File: config.mk
export PLATFORM = sky130hd
export DESIGN_NAME = tensor_element_format_converter
export DESIGN_NICKNAME = d
export VERILOG_FILES = /design/src/design/tefc_pkg.sv /design/src/design/tefc_half_enc.sv /design/src/design/tefc_half_dec.sv /design/src/design/tensor_element_format_converter.sv
export SDC_FILE = /design/constraint.sdc
export NUM_CORES = 1
export LEC_CHECK = 0
export BUFFER_PORTS_ARGS = -buffer_cell sky130_fd_sc_hd__buf_4
export CORE_ASPECT_RATIO = 1.2
export CORE_UTILIZATION = 58
export CTS_CLUSTER_SIZE = 8
export DETAILED_ROUTE_END_ITERATION = 12
export PLACE_DENSITY = 0.84
export SLEW_MARGIN = 30
export SYNTH_ARGS = -nofsm -noshare
export SYNTH_HDL_FRONTEND = slang
export SYNTH_SLANG_ARGS = --single-unit
File: constraint.sdc
create_clock -name clock -period 5.9 [get_ports clock]
set_input_delay 0.59 -clock clock [delete_from_list [all_inputs] [get_ports clock]]
set_output_delay 0.59 -clock clock [all_outputs]
set_load 0.05 [all_outputs]
File: src/design/tefc_pkg.sv
package tefc_pkg;

   // storage format codes held in the element_format register
   typedef enum logic [1:0] {
      FMT_FP32 = 2'd0,
      FMT_FP16 = 2'd1,
      FMT_BF16 = 2'd2,
      FMT_BOOL = 2'd3
   } fmt_type;

   // register index (byte address / 4)
   typedef enum logic [1:0] {
      REG_FORMAT   = 2'd0,
      REG_SENTINEL = 2'd1,
      REG_PADCODE  = 2'd2
   } reg_idx_type;

   localparam logic OP_ENCODE = 1'b0;
   localparam logic OP_DECODE = 1'b1;

   localparam int unsigned CSR_ADDR_W = 4;

   localparam logic [31:0] FP32_EXP_MASK = 32'h7F80_0000;
   localparam logic [31:0] FP32_ONE      = 32'h3F80_0000;
   localparam logic [31:0] FP32_MAG_MASK = 32'h7FFF_FFFF;
   localparam logic [14:0] HALF_INF      = 15'h7C00;
   localparam logic [15:0] BF16_QUIET    = 16'h0040;
   localparam logic [31:0] BF16_RND_BIAS = 32'h0000_7FFF;
   localparam logic [7:0]  HALF_EXP_BIAS = 8'd112;

   localparam logic [31:0] SENTINEL_RESET = 32'hFF80_0000;
   localparam logic [7:0]  PADCODE_RESET  = 8'hFF;

   // stage 2 payload: result before the final rounding increment
   typedef struct packed {
      logic [31:0] base;
      logic        inc;
      logic        bad;
   } stage_type;

endpackage

File: src/design/tefc_half_enc.sv
module tefc_half_enc (
   input  logic [31:0] value,
   output logic [15:0] base,
   output logic        inc
);
   import tefc_pkg::*;

   logic        sign;
   logic [7:0]  expo;
   logic [22:0] man;
   logic [23:0] full;
   logic [4:0]  sh;
   logic [23:0] kept;
   logic [23:0] low_mask;
   logic        guard;
   logic        sticky;
   logic [7:0]  hexp;

   assign sign     = value[31];
   assign expo     = value[30:23];
   assign man      = value[22:0];
   assign full     = {1'b1, man};
   // subnormal result: right shift of 14..24 over the significand with hidden bit
   assign sh       = 5'(8'd126 - expo);
   assign kept     = full >> sh;
   assign low_mask = (24'd1 << (sh - 5'd1)) - 24'd1;
   assign guard    = full[sh - 5'd1];
   assign sticky   = |(full & low_mask);
   assign hexp     = expo - HALF_EXP_BIAS;

   always_comb begin
      base = {sign, 15'd0};
      inc  = 1'b0;
      if (expo == 8'hFF) begin
         if (man == 23'd0) begin
            base = {sign, HALF_INF};
         end else if (man[22:13] == 10'd0) begin
            base = {sign, HALF_INF | 15'd1};
         end else begin
            base = {sign, HALF_INF | {5'd0, man[22:13]}};
         end
      end else if (expo >= 8'd143) begin
         base = {sign, HALF_INF};
      end else if (expo >= 8'd113) begin
         // carry from the increment runs into the exponent, up to infinity
         base = {sign, hexp[4:0], man[22:13]};
         inc  = man[12] & ((|man[11:0]) | man[13]);
      end else if (expo >= 8'd102) begin
         base = {sign, 5'd0, kept[9:0]};
         inc  = guard & (sticky | kept[0]);
      end
   end

endmodule

File: src/design/tefc_half_dec.sv
module tefc_half_dec (
   input  logic [15:0] half,
   output logic [31:0] single
);
   import tefc_pkg::*;

   logic        sign;
   logic [4:0]  expo;
   logic [9:0]  man;
   logic [3:0]  lead;
   logic [3:0]  shift;
   logic [10:0] norm;

   assign sign  = half[15];
   assign expo  = half[14:10];
   assign man   = half[9:0];
   assign shift = 4'd10 - lead;
   assign norm  = {1'b0, man} << shift;

   always_comb begin
      lead = 4'd0;
      for (int i = 0; i < 10; i++) begin
         if (man[i]) begin
            lead = 4'(i);
         end
      end
   end

   always_comb begin
      if (expo == 5'd0) begin
         if (man == 10'd0) begin
            single = {sign, 31'd0};
         end else begin
            single = {sign, 8'd103 + {4'd0, lead}, norm[9:0], 13'd0};
         end
      end else if (expo == 5'h1F) begin
         single = {sign, 8'hFF, man, 13'd0};
      end else begin
         single = {sign, {3'd0, expo} + HALF_EXP_BIAS, man, 13'd0};
      end
   end

endmodule

File: src/design/tensor_element_format_converter.sv
// Three register stages lie between start and rsp_valid: input, convert and output.
// Throughput: one item per cycle; busy is never raised.
// The result strobe is a single cycle and the receiver cannot stall it.
// Synchronous active-high reset clears the valid bits and sets the registers
// to fp32, sentinel -infinity and padding code 0xFF.
module tensor_element_format_converter (
   input  logic                             clock,
   input  logic                             reset,
   input  logic                             start,
   output logic                             busy,
   input  logic                             req_op,
   input  logic [31:0]                      req_value_bits,
   output logic                             rsp_valid,
   output logic [31:0]                      rsp_result_bits,
   output logic                             rsp_not_canonical,
   input  logic                             psel,
   input  logic                             penable,
   input  logic                             pwrite,
   input  logic [tefc_pkg::CSR_ADDR_W-1:0]  paddr,
   input  logic [31:0]                      pwdata,
   output logic [31:0]                      prdata,
   output logic                             pready
);
   import tefc_pkg::*;

   fmt_type          format_ff;
   logic [31:0]      sentinel_ff;
   logic [7:0]       padcode_ff;
   reg_idx_type      csr_idx;
   logic             csr_wr;

   logic             s1_valid_ff;
   logic             s1_op_ff;
   logic [31:0]      s1_value_ff;

   logic             s2_valid_ff;
   stage_type        s2_ff;
   stage_type        s2_in;

   logic             out_valid_ff;
   logic [31:0]      out_result_ff;
   logic             out_bad_ff;

   logic [15:0]      henc_base;
   logic             henc_inc;
   logic [31:0]      hdec_single;
   logic             v_nan;
   logic             s_nan;
   logic             pad_match;
   logic [31:0]      bf16_sum;

   assign busy   = 1'b0;
   assign pready = 1'b1;

   // ---------------- register file
   assign csr_idx = reg_idx_type'(paddr[3:2]);
   assign csr_wr  = psel & penable & pwrite;

   always_ff @(posedge clock) begin
      if (reset) begin
         format_ff   <= FMT_FP32;
         sentinel_ff <= SENTINEL_RESET;
         padcode_ff  <= PADCODE_RESET;
      end else if (csr_wr) begin
         unique case (csr_idx)
            REG_FORMAT:   format_ff   <= fmt_type'(pwdata[1:0]);
            REG_SENTINEL: sentinel_ff <= pwdata;
            REG_PADCODE:  padcode_ff  <= pwdata[7:0];
            default: ;
         endcase
      end
   end

   always_comb begin
      unique case (csr_idx)
         REG_FORMAT:   prdata = {30'd0, format_ff};
         REG_SENTINEL: prdata = sentinel_ff;
         REG_PADCODE:  prdata = {24'd0, padcode_ff};
         default:      prdata = 32'd0;
      endcase
   end

   // ---------------- stage 1: capture item
   always_ff @(posedge clock) begin
      if (reset) begin
         s1_valid_ff <= 1'b0;
      end else begin
         s1_valid_ff <= start & ~busy;
      end
   end

   always_ff @(posedge clock) begin
      s1_op_ff    <= req_op;
      s1_value_ff <= req_value_bits;
   end

   // ---------------- stage 2: convert, rounding increment deferred
   tefc_half_enc u_half_enc (
      .value (s1_value_ff),
      .base  (henc_base),
      .inc   (henc_inc)
   );

   tefc_half_dec u_half_dec (
      .half   (s1_value_ff[15:0]),
      .single (hdec_single)
   );

   assign v_nan = ((s1_value_ff & FP32_EXP_MASK) == FP32_EXP_MASK) && (s1_value_ff[22:0] != 23'd0);
   assign s_nan = ((sentinel_ff & FP32_EXP_MASK) == FP32_EXP_MASK) && (sentinel_ff[22:0] != 23'd0);
   // IEEE equality: NaN never matches, signed zeros match
   assign pad_match = ~v_nan & ~s_nan &
                      ((((s1_value_ff | sentinel_ff) & FP32_MAG_MASK) == 32'd0) ||
                       (s1_value_ff == sentinel_ff));
   assign bf16_sum  = s1_value_ff + BF16_RND_BIAS + {31'd0, s1_value_ff[16]};

   always_comb begin
      s2_in = '{base: 32'd0, inc: 1'b0, bad: 1'b0};
      if (s1_op_ff == OP_ENCODE) begin
         case (format_ff)
            FMT_FP32: s2_in.base = s1_value_ff;
            FMT_FP16: begin
               s2_in.base = {16'd0, henc_base};
               s2_in.inc  = henc_inc;
            end
            FMT_BF16: begin
               if (v_nan) begin
                  s2_in.base = {16'd0, s1_value_ff[31:16] | BF16_QUIET};
               end else begin
                  s2_in.base = {16'd0, bf16_sum[31:16]};
               end
            end
            default: begin
               if (pad_match) begin
                  s2_in.base = {24'd0, padcode_ff};
               end else if ((s1_value_ff & FP32_MAG_MASK) == 32'd0) begin
                  s2_in.base = 32'd0;
               end else if (s1_value_ff == FP32_ONE) begin
                  s2_in.base = 32'd1;
               end else begin
                  s2_in.bad = 1'b1;
               end
            end
         endcase
      end else begin
         case (format_ff)
            FMT_FP32: s2_in.base = s1_value_ff;
            FMT_FP16: s2_in.base = hdec_single;
            FMT_BF16: s2_in.base = {s1_value_ff[15:0], 16'd0};
            default: begin
               if (s1_value_ff[7:0] == 8'd0) begin
                  s2_in.base = 32'd0;
               end else if (s1_value_ff[7:0] == 8'd1) begin
                  s2_in.base = FP32_ONE;
               end else begin
                  s2_in.bad = 1'b1;
               end
            end
         endcase
      end
   end

   always_ff @(posedge clock) begin
      if (reset) begin
         s2_valid_ff <= 1'b0;
      end else begin
         s2_valid_ff <= s1_valid_ff;
      end
   end

   always_ff @(posedge clock) begin
      s2_ff <= s2_in;
   end

   // ---------------- stage 3: apply increment, output register
   always_ff @(posedge clock) begin
      if (reset) begin
         out_valid_ff <= 1'b0;
      end else begin
         out_valid_ff <= s2_valid_ff;
      end
   end

   // magnitude never carries into the fp16 sign bit
   always_ff @(posedge clock) begin
      out_result_ff <= {s2_ff.base[31:15], s2_ff.base[14:0] + {14'd0, s2_ff.inc}};
      out_bad_ff    <= s2_ff.bad;
   end

   assign rsp_valid         = out_valid_ff;
   assign rsp_result_bits   = out_result_ff;
   assign rsp_not_canonical = out_bad_ff;

endmodule
[Word-level counts from Yosys, hierarchy flattened]
Index checks and enable logic that the tools add are counted.
Cells by class
  add/subtract/negate cells: 10
  bitwise gates (word level): 13
  shift operators: 3
  equal/unequal tests: 10
  mux-type cells: 40
  reduce and logical (&&, ||, !) cells: 21
  magnitude comparators: 4
Operators by type and width (number)
  32-bit case mux with 3 select lines: 3
  31-bit 2-to-1 mux: 3
  32-bit zero test: 2
  30-bit 2-to-1 mux: 2
  23-bit nonzero test: 2
  15-bit 2-to-1 mux: 3
  32-bit by 1-bit adder with 32-bit output: 1
  32-bit by 15-bit adder with 32-bit output (second input constant): 1
  32-bit by 30-bit equality test with 1-bit output (second input constant): 1
  32-bit equality test: 1
  32-bit 2-to-1 mux: 1
  31-bit OR: 1
  10-bit 2-to-1 mux: 3
  24-bit AND: 1
  24-bit OR reduction: 1
  1-bit by 5-bit << shifter with 24-bit output (first input constant): 1
  24-bit by 5-bit >> shifter with 10-bit output: 1
  24-bit by 1-bit subtractor with 24-bit output (second input constant): 1
  23-bit zero test: 1
  10-bit zero test: 2
  8-bit equality test (second input constant): 2
  8-bit by 7-bit greater-or-equal comparator with 1-bit output (second input constant): 2
  16-bit 2-to-1 mux: 1
  15-bit by 1-bit adder with 15-bit output: 1
  other kinds (31): 63
Word-level totals
  output and inout port bits: 68
  input bits: 75
  register bits after elaboration: 145
  logic and storage cells: 114

[Longest topological paths before layout]
  word-level depth: 15
  depth in mapped cells: 22

[Modules after synthesis]
A second synthesis with hierarchy kept.
Second synthesis, totals
  cells, all modules: 1261
  area total of the unflattened synthesis: 9932.0 um^2
Modules (own cells, without submodules)
  tensor_element_format_converter: times used 1, cells each 716, area an instance 6334.8 um^2, sequential area each 2902.8 um^2
  tefc_half_enc: times used 1, cells each 388, area an instance 2670.1 um^2, sequential area each 0.0 um^2
  tefc_half_dec: times used 1, cells each 157, area an instance 927.1 um^2, sequential area each 0.0 um^2

[Worst setup path after synthesis]
No wires, ideal clock.
  path kind: register to register
  start point: reg s1_value_ff[23]
  end point: reg s2_ff[1] in the netlist's numbering
  library setup time: 0.115 ns
  data required time: 5.785 ns
  clock period less this slack: 4.404 ns
  arrival time: 4.289 ns
  stages on the path, launching flop included: 22
  slack: 1.496 ns
  path through: dfxtp_1 -> buf_4 -> buf_4 -> inv_1 -> buf_2 -> ha_1 -> buf_2 -> and4bb_2 -> o31a_1 -> nor2_4 -> and3_4 -> buf_6 -> nand3_1 -> ha_1 -> clkbuf_1 -> a2111oi_0 -> o211ai_1 -> a21oi_1 -> o311ai_0 -> a211oi_1 -> nand4_1 -> o21a_1
Between the ends
  word-level cells in the longest chain between the ends: 10
  elaborated cells on any way between the ends: 18
  those cells by class: add/sub: 3; order compare: 3; eq/ne: 1; shift: 2; mux: 4; bitwise: 3; reduce/logical: 2
RTL lines
  from (decl): line tensor_element_format_converter.sv:34  | logic [31:0] s1_value_ff;
  from (signal assigned): line tensor_element_format_converter.sv:94  | s1_value_ff <= req_value_bits;
  5-bit subtractor: line tefc_half_enc.sv:24  | assign sh = 5'(8'd126 - expo);
  5-bit by 1-bit subtractor with 5-bit output: line tefc_half_enc.sv:26, tefc_half_enc.sv:27
  1-bit by 5-bit << shifter with 24-bit output: line tefc_half_enc.sv:26  | assign low_mask = (24'd1 << (sh - 5'd1)) - 24'd1;
  24-bit by 1-bit subtractor with 24-bit output: line tefc_half_enc.sv:26
  24-bit AND: line tefc_half_enc.sv:28  | assign sticky = |(full & low_mask);
  24-bit OR reduction: line tefc_half_enc.sv:28
  1-bit OR: line tefc_half_enc.sv:50  | inc = guard & (sticky | kept[0]);
  1-bit AND: line tefc_half_enc.sv:50
  1-bit 2-to-1 mux: line tefc_half_enc.sv:48  | end else if (expo >= 8'd102) begin
  1-bit 2-to-1 mux: line tefc_half_enc.sv:44  | end else if (expo >= 8'd113) begin
  to (signal assigned): line tensor_element_format_converter.sv:172  | s2_ff <= s2_in;
  to (decl): line tensor_element_format_converter.sv:37  | stage_type s2_ff;
Several ways; a longest one is shown, not always the timed one. The select of a mux whose other input is x is not followed.
A chain may end at the register's enable or synchronous reset.

[Worst setup path in the final report]
Ends and elaborated chain as after synthesis.

==> impl_metrics.py <==
metrics = {
    "floorplanning": {
        "ios": 143,
        "die_h_microns": 141,
        "core_sq_mm": 0.0156,
        "num_rows": 50,
        "die_area_sq_mm": 0.0166,
        "die_width_microns": 118,
        "start_util_pct": 59.5,
    },
    "global_routing": {
        "grtUsageTotal_pct": 39.2,
        "grt_pass1_vias": 9266,
        "grt_pass1_wl_microns": 50100,
        "grt_max_degree": 46,
        "antenna_found_initial": 0,
        "overflow": 0,
    },
    "timing": {
        "holdWs_ns": 0.252,
        "hold_violations": 0,
        "min_period_ns": 4.81,
        "slew-limit-headroom_pct": 28.2,
        "fin_worst_skew_ns": 0.0117,
        "fmax_mhz": 208,
        "drv_slew": 0,
        "setup_violations": 0,
        "setup_tns_ns": 0,
        "worst_slew_pin_slew_ns": 1.07,
        "rsz0062_at_grt": "false",
        "period_share_pct": 81.5,
    },
    "hold_path": {
        "hold_depth": 1,
        "hold_end": "s1_value_ff[23]",
        "hold_start": "req_value_bits[23]",
        "hold_class": "in -> reg",
    },
    "route": {
        "vias": 9628,
        "vias_per_cell": 6.68,
        "wl_met3_microns": 3680,
        "wl_per_cell_microns": 22.6,
        "ant_nets": 0,
        "drtIter0Drc": 1085,
        "wl_met2_microns": 14400,
        "routed_wirelength_microns": 32500,
        "firstDrtPassIters": 6,
        "wl_met1_microns": 12200,
        "dr.max_layer_used": "met4",
        "drc": 0,
    },
    "critical_path": {
        "critPathCaptureType": "flip-flop",
        "r2r_start": "s1_value_ff[23]",
        "reg2regPathDepth": 15,
        "r2r-end": "s2_ff[1]",
        "cp-start-kind": "flip-flop",
        "worstSetupPathType": "reg -> reg",
        "crit_family": "compound AO/OA/AOI/OAI gates",
        "cp.buffers_inverters": 1,
        "slowest_stage": "ha_1",
        "path_cells": "buf_4, ha_1, and4bb_2, o31a_1, nor2_4, and3_4, nand3_1, ha_1, a2111oi_0, o211ai_1, a21oi_1, o311ai_0, a211oi_1, nand4_1, o21a_1",
        "r2r_setup_slack_ns": 1.09,
        "critPathRequiredTime_ns": 6.23,
        "cp.arrival_ns": 5.14,
        "slowest_delay_ns": 0.54,
        "cp_common_cell": "ha_1",
        "path_max_fanout": 25,
    },
    "logic_synthesis": {
        "seq_area_frac_synth_pct": 31.2,
        "yosysWarnings": 0,
        "synth-edff-count": 0,
        "yosysTopAreaCell": "dfxtp_1",
        "syn_inst": 1129,
        "ys_ff_latch": 145,
        "synthFlopType": "dfxtp_1",
        "synth_area_sq_mm": 0.00931,
        "syn_nets": 1248,
        "synth_cell_types": 78,
        "synthArstFlopShare_pct": 0,
        "synth_area_leaders": "dfxtp_1 31%, ha_1 5.9%, nand2_1 5.5%",
        "synth_top_area_share_pct": 31.2,
        "syn_avg_cell_area_sq_um": 8.24,
    },
    "layout": {
        "drive_gt1_share_pct": 18.6,
        "syn2layout_area_growth_pct": 17.6,
        "fin_nets": 1339,
        "antenna_cells": 0,
        "fill_cells": 1306,
        "layout_commonest_cell": "buf_4",
        "mostFrequentLayoutCells": "156 x buf_4, 145 x dfxtp_1, 137 x nand2_1",
    },
    "run": {
        "maxCapViolations": 0,
    },
    "placed_design": {
        "gp_routability_congestion": 1.01,
        "dpl.hpwl_microns": 22600,
        "io_buffers": 138,
    },
    "clocking": {
        "cts_setup_buffers": 0,
        "hold_buffers": 0,
        "cts_tree": "built",
        "clkSinkCount": 145,
        "cts_root_buf": "clkbuf_16",
        "cts_buffers": 17,
        "clkLatencyLatePin_ns": 0.44,
        "post_cts_resized": 0,
        "clk_path_buf_depth": 2,
        "clk_pin_slew_ns": 0.07,
        "h-tree-depth": 4,
    },
    "power_and_ir_drop": {
        "leakagePower_nw": 4.50,
        "ir_drop_v": 0.000206,
        "power_density_mw_per_mm2": 256,
    },
    "run_status": {
        "status": "completed",
    },
}
[how the worst max path moves through the flow]
stage / endpoint / cells after the start / startpoint
floorplan: s2_ff[1] / 21 / s1_value_ff[23]
global placement: s2_ff[1] / 15 / s1_value_ff[23]
global route: s2_ff[1] / 15 / s1_value_ff[23]
CTS: s2_ff[1] / 15 / s1_value_ff[23]
finish: s2_ff[1] / 15 / s1_value_ff[23]
detailed placement: s2_ff[1] / 15 / s1_value_ff[23]
[per-stage QoR]
stage / utilization [%] / power (mW) / setup slack (ns) / std cells / instance area [sq um]
2_1_floorplan: - / 1.52 / 1.50 / 1129 / 9310
3_3_place_gp: 66.1 / 1.71 / 1.28 / 1408 / 10300
3_5_place_dp: 66.1 / 1.71 / 1.20 / 1408 / 10300
4_1_cts: 69.9 / 2.79 / 1.18 / 1440 / 10900
5_1_grt: 70.0 / 2.90 / 0.770 / 1441 / 10900
6_report: 70.0 / 2.81 / 1.09 / 1441 / 10900
[cell usage after synthesis (5+ instances only)]
library cell  instances
dfxtp_1             145
nand2_1             137
a21oi_1              71
inv_1                67
nor2_1               67
clkbuf_1             55
o21ai_0              53
ha_1                 44
mux2i_1              39
nand3_1              34
xnor2_1              31
and2_1               29
nor4_1               24
nand4_1              23
nor3_1               23
mux4_2               20
nor2b_1              20
a211o_1              17
o22ai_1              17
buf_2                13
o211ai_1             13
a22oi_1              11
a22o_1                9
a2bb2oi_1             9
and3_1                9
a211oi_1              8
a221oi_1              8
buf_4                 8
xor2_1                8
a31oi_1               7
a32oi_1               6
o221ai_1              6
o31ai_1               6
buf_6                 5
nand2b_1              5
or3_1                 5
[where the power goes]
part | internal (mW) | total [mW] | switching, mW
registers | 1.03 | 1.10 | 0.0707
logic | 0.240 | 0.623 | 0.382
clock network | 0.601 | 1.09 | 0.486
[area by class of cell]
type	instances	area [sq um]	area share [%]
well taps	208	260	2.38
inverters	72	270	2.47
repair buffers	157	1180	10.8
flip-flops and latches	145	2900	26.5
clock buffers	17	425	3.89
multi-input cells	827	5740	52.4
clock inverters	15	164	1.50
[registers in the layout (all words and copies together) (netlist names)]
register and cells:
rsp_not_canonical 1, padcode_ff 8, s2_valid_ff 1, sentinel_ff 32
s1_value_ff 32, s2_ff 34, s1_op_ff 1, s1_valid_ff 1
rsp_valid 1, format_ff 2, rsp_result_bits 32
[layer usage]
layer / global-route usage [%] / vias to the layer above
met3: 9.26 / 189
met2: 60.0 / 722
met1: 48.9 / 4442
li1: - / 4275
met5: 0 / -
met4: 27.1 / 0
[worst reg2reg max path: cells and delay by family (launching register included)]
kind / cells / cell delay [ns]
adder cells (fa/ha/maj): 2 / 0.98
AO/OA/AOI/OAI: 7 / 1.72
flip-flops: 1 / 0.37
AND/OR/NAND/NOR: 5 / 1.27
buffers and inverters: 1 / 0.35
[cell families (layout without fill, tap and decap cells)]
group / count (synthesis) / after routing / synth area share, %
simple gates: 397 / 397 / 21.3
xor+xnor: 43 / 43 / 4.49
compound gates: 281 / 281 / 20.7
buf+inv: 157 / 261 / 7.23
mux: 60 / 60 / 9.15
flops: 145 / 145 / 31.2
fa+ha+maj: 44 / 44 / 5.91
other cells: 2 / 2 / 0.0807
Power figures use the tool's default switching activity.
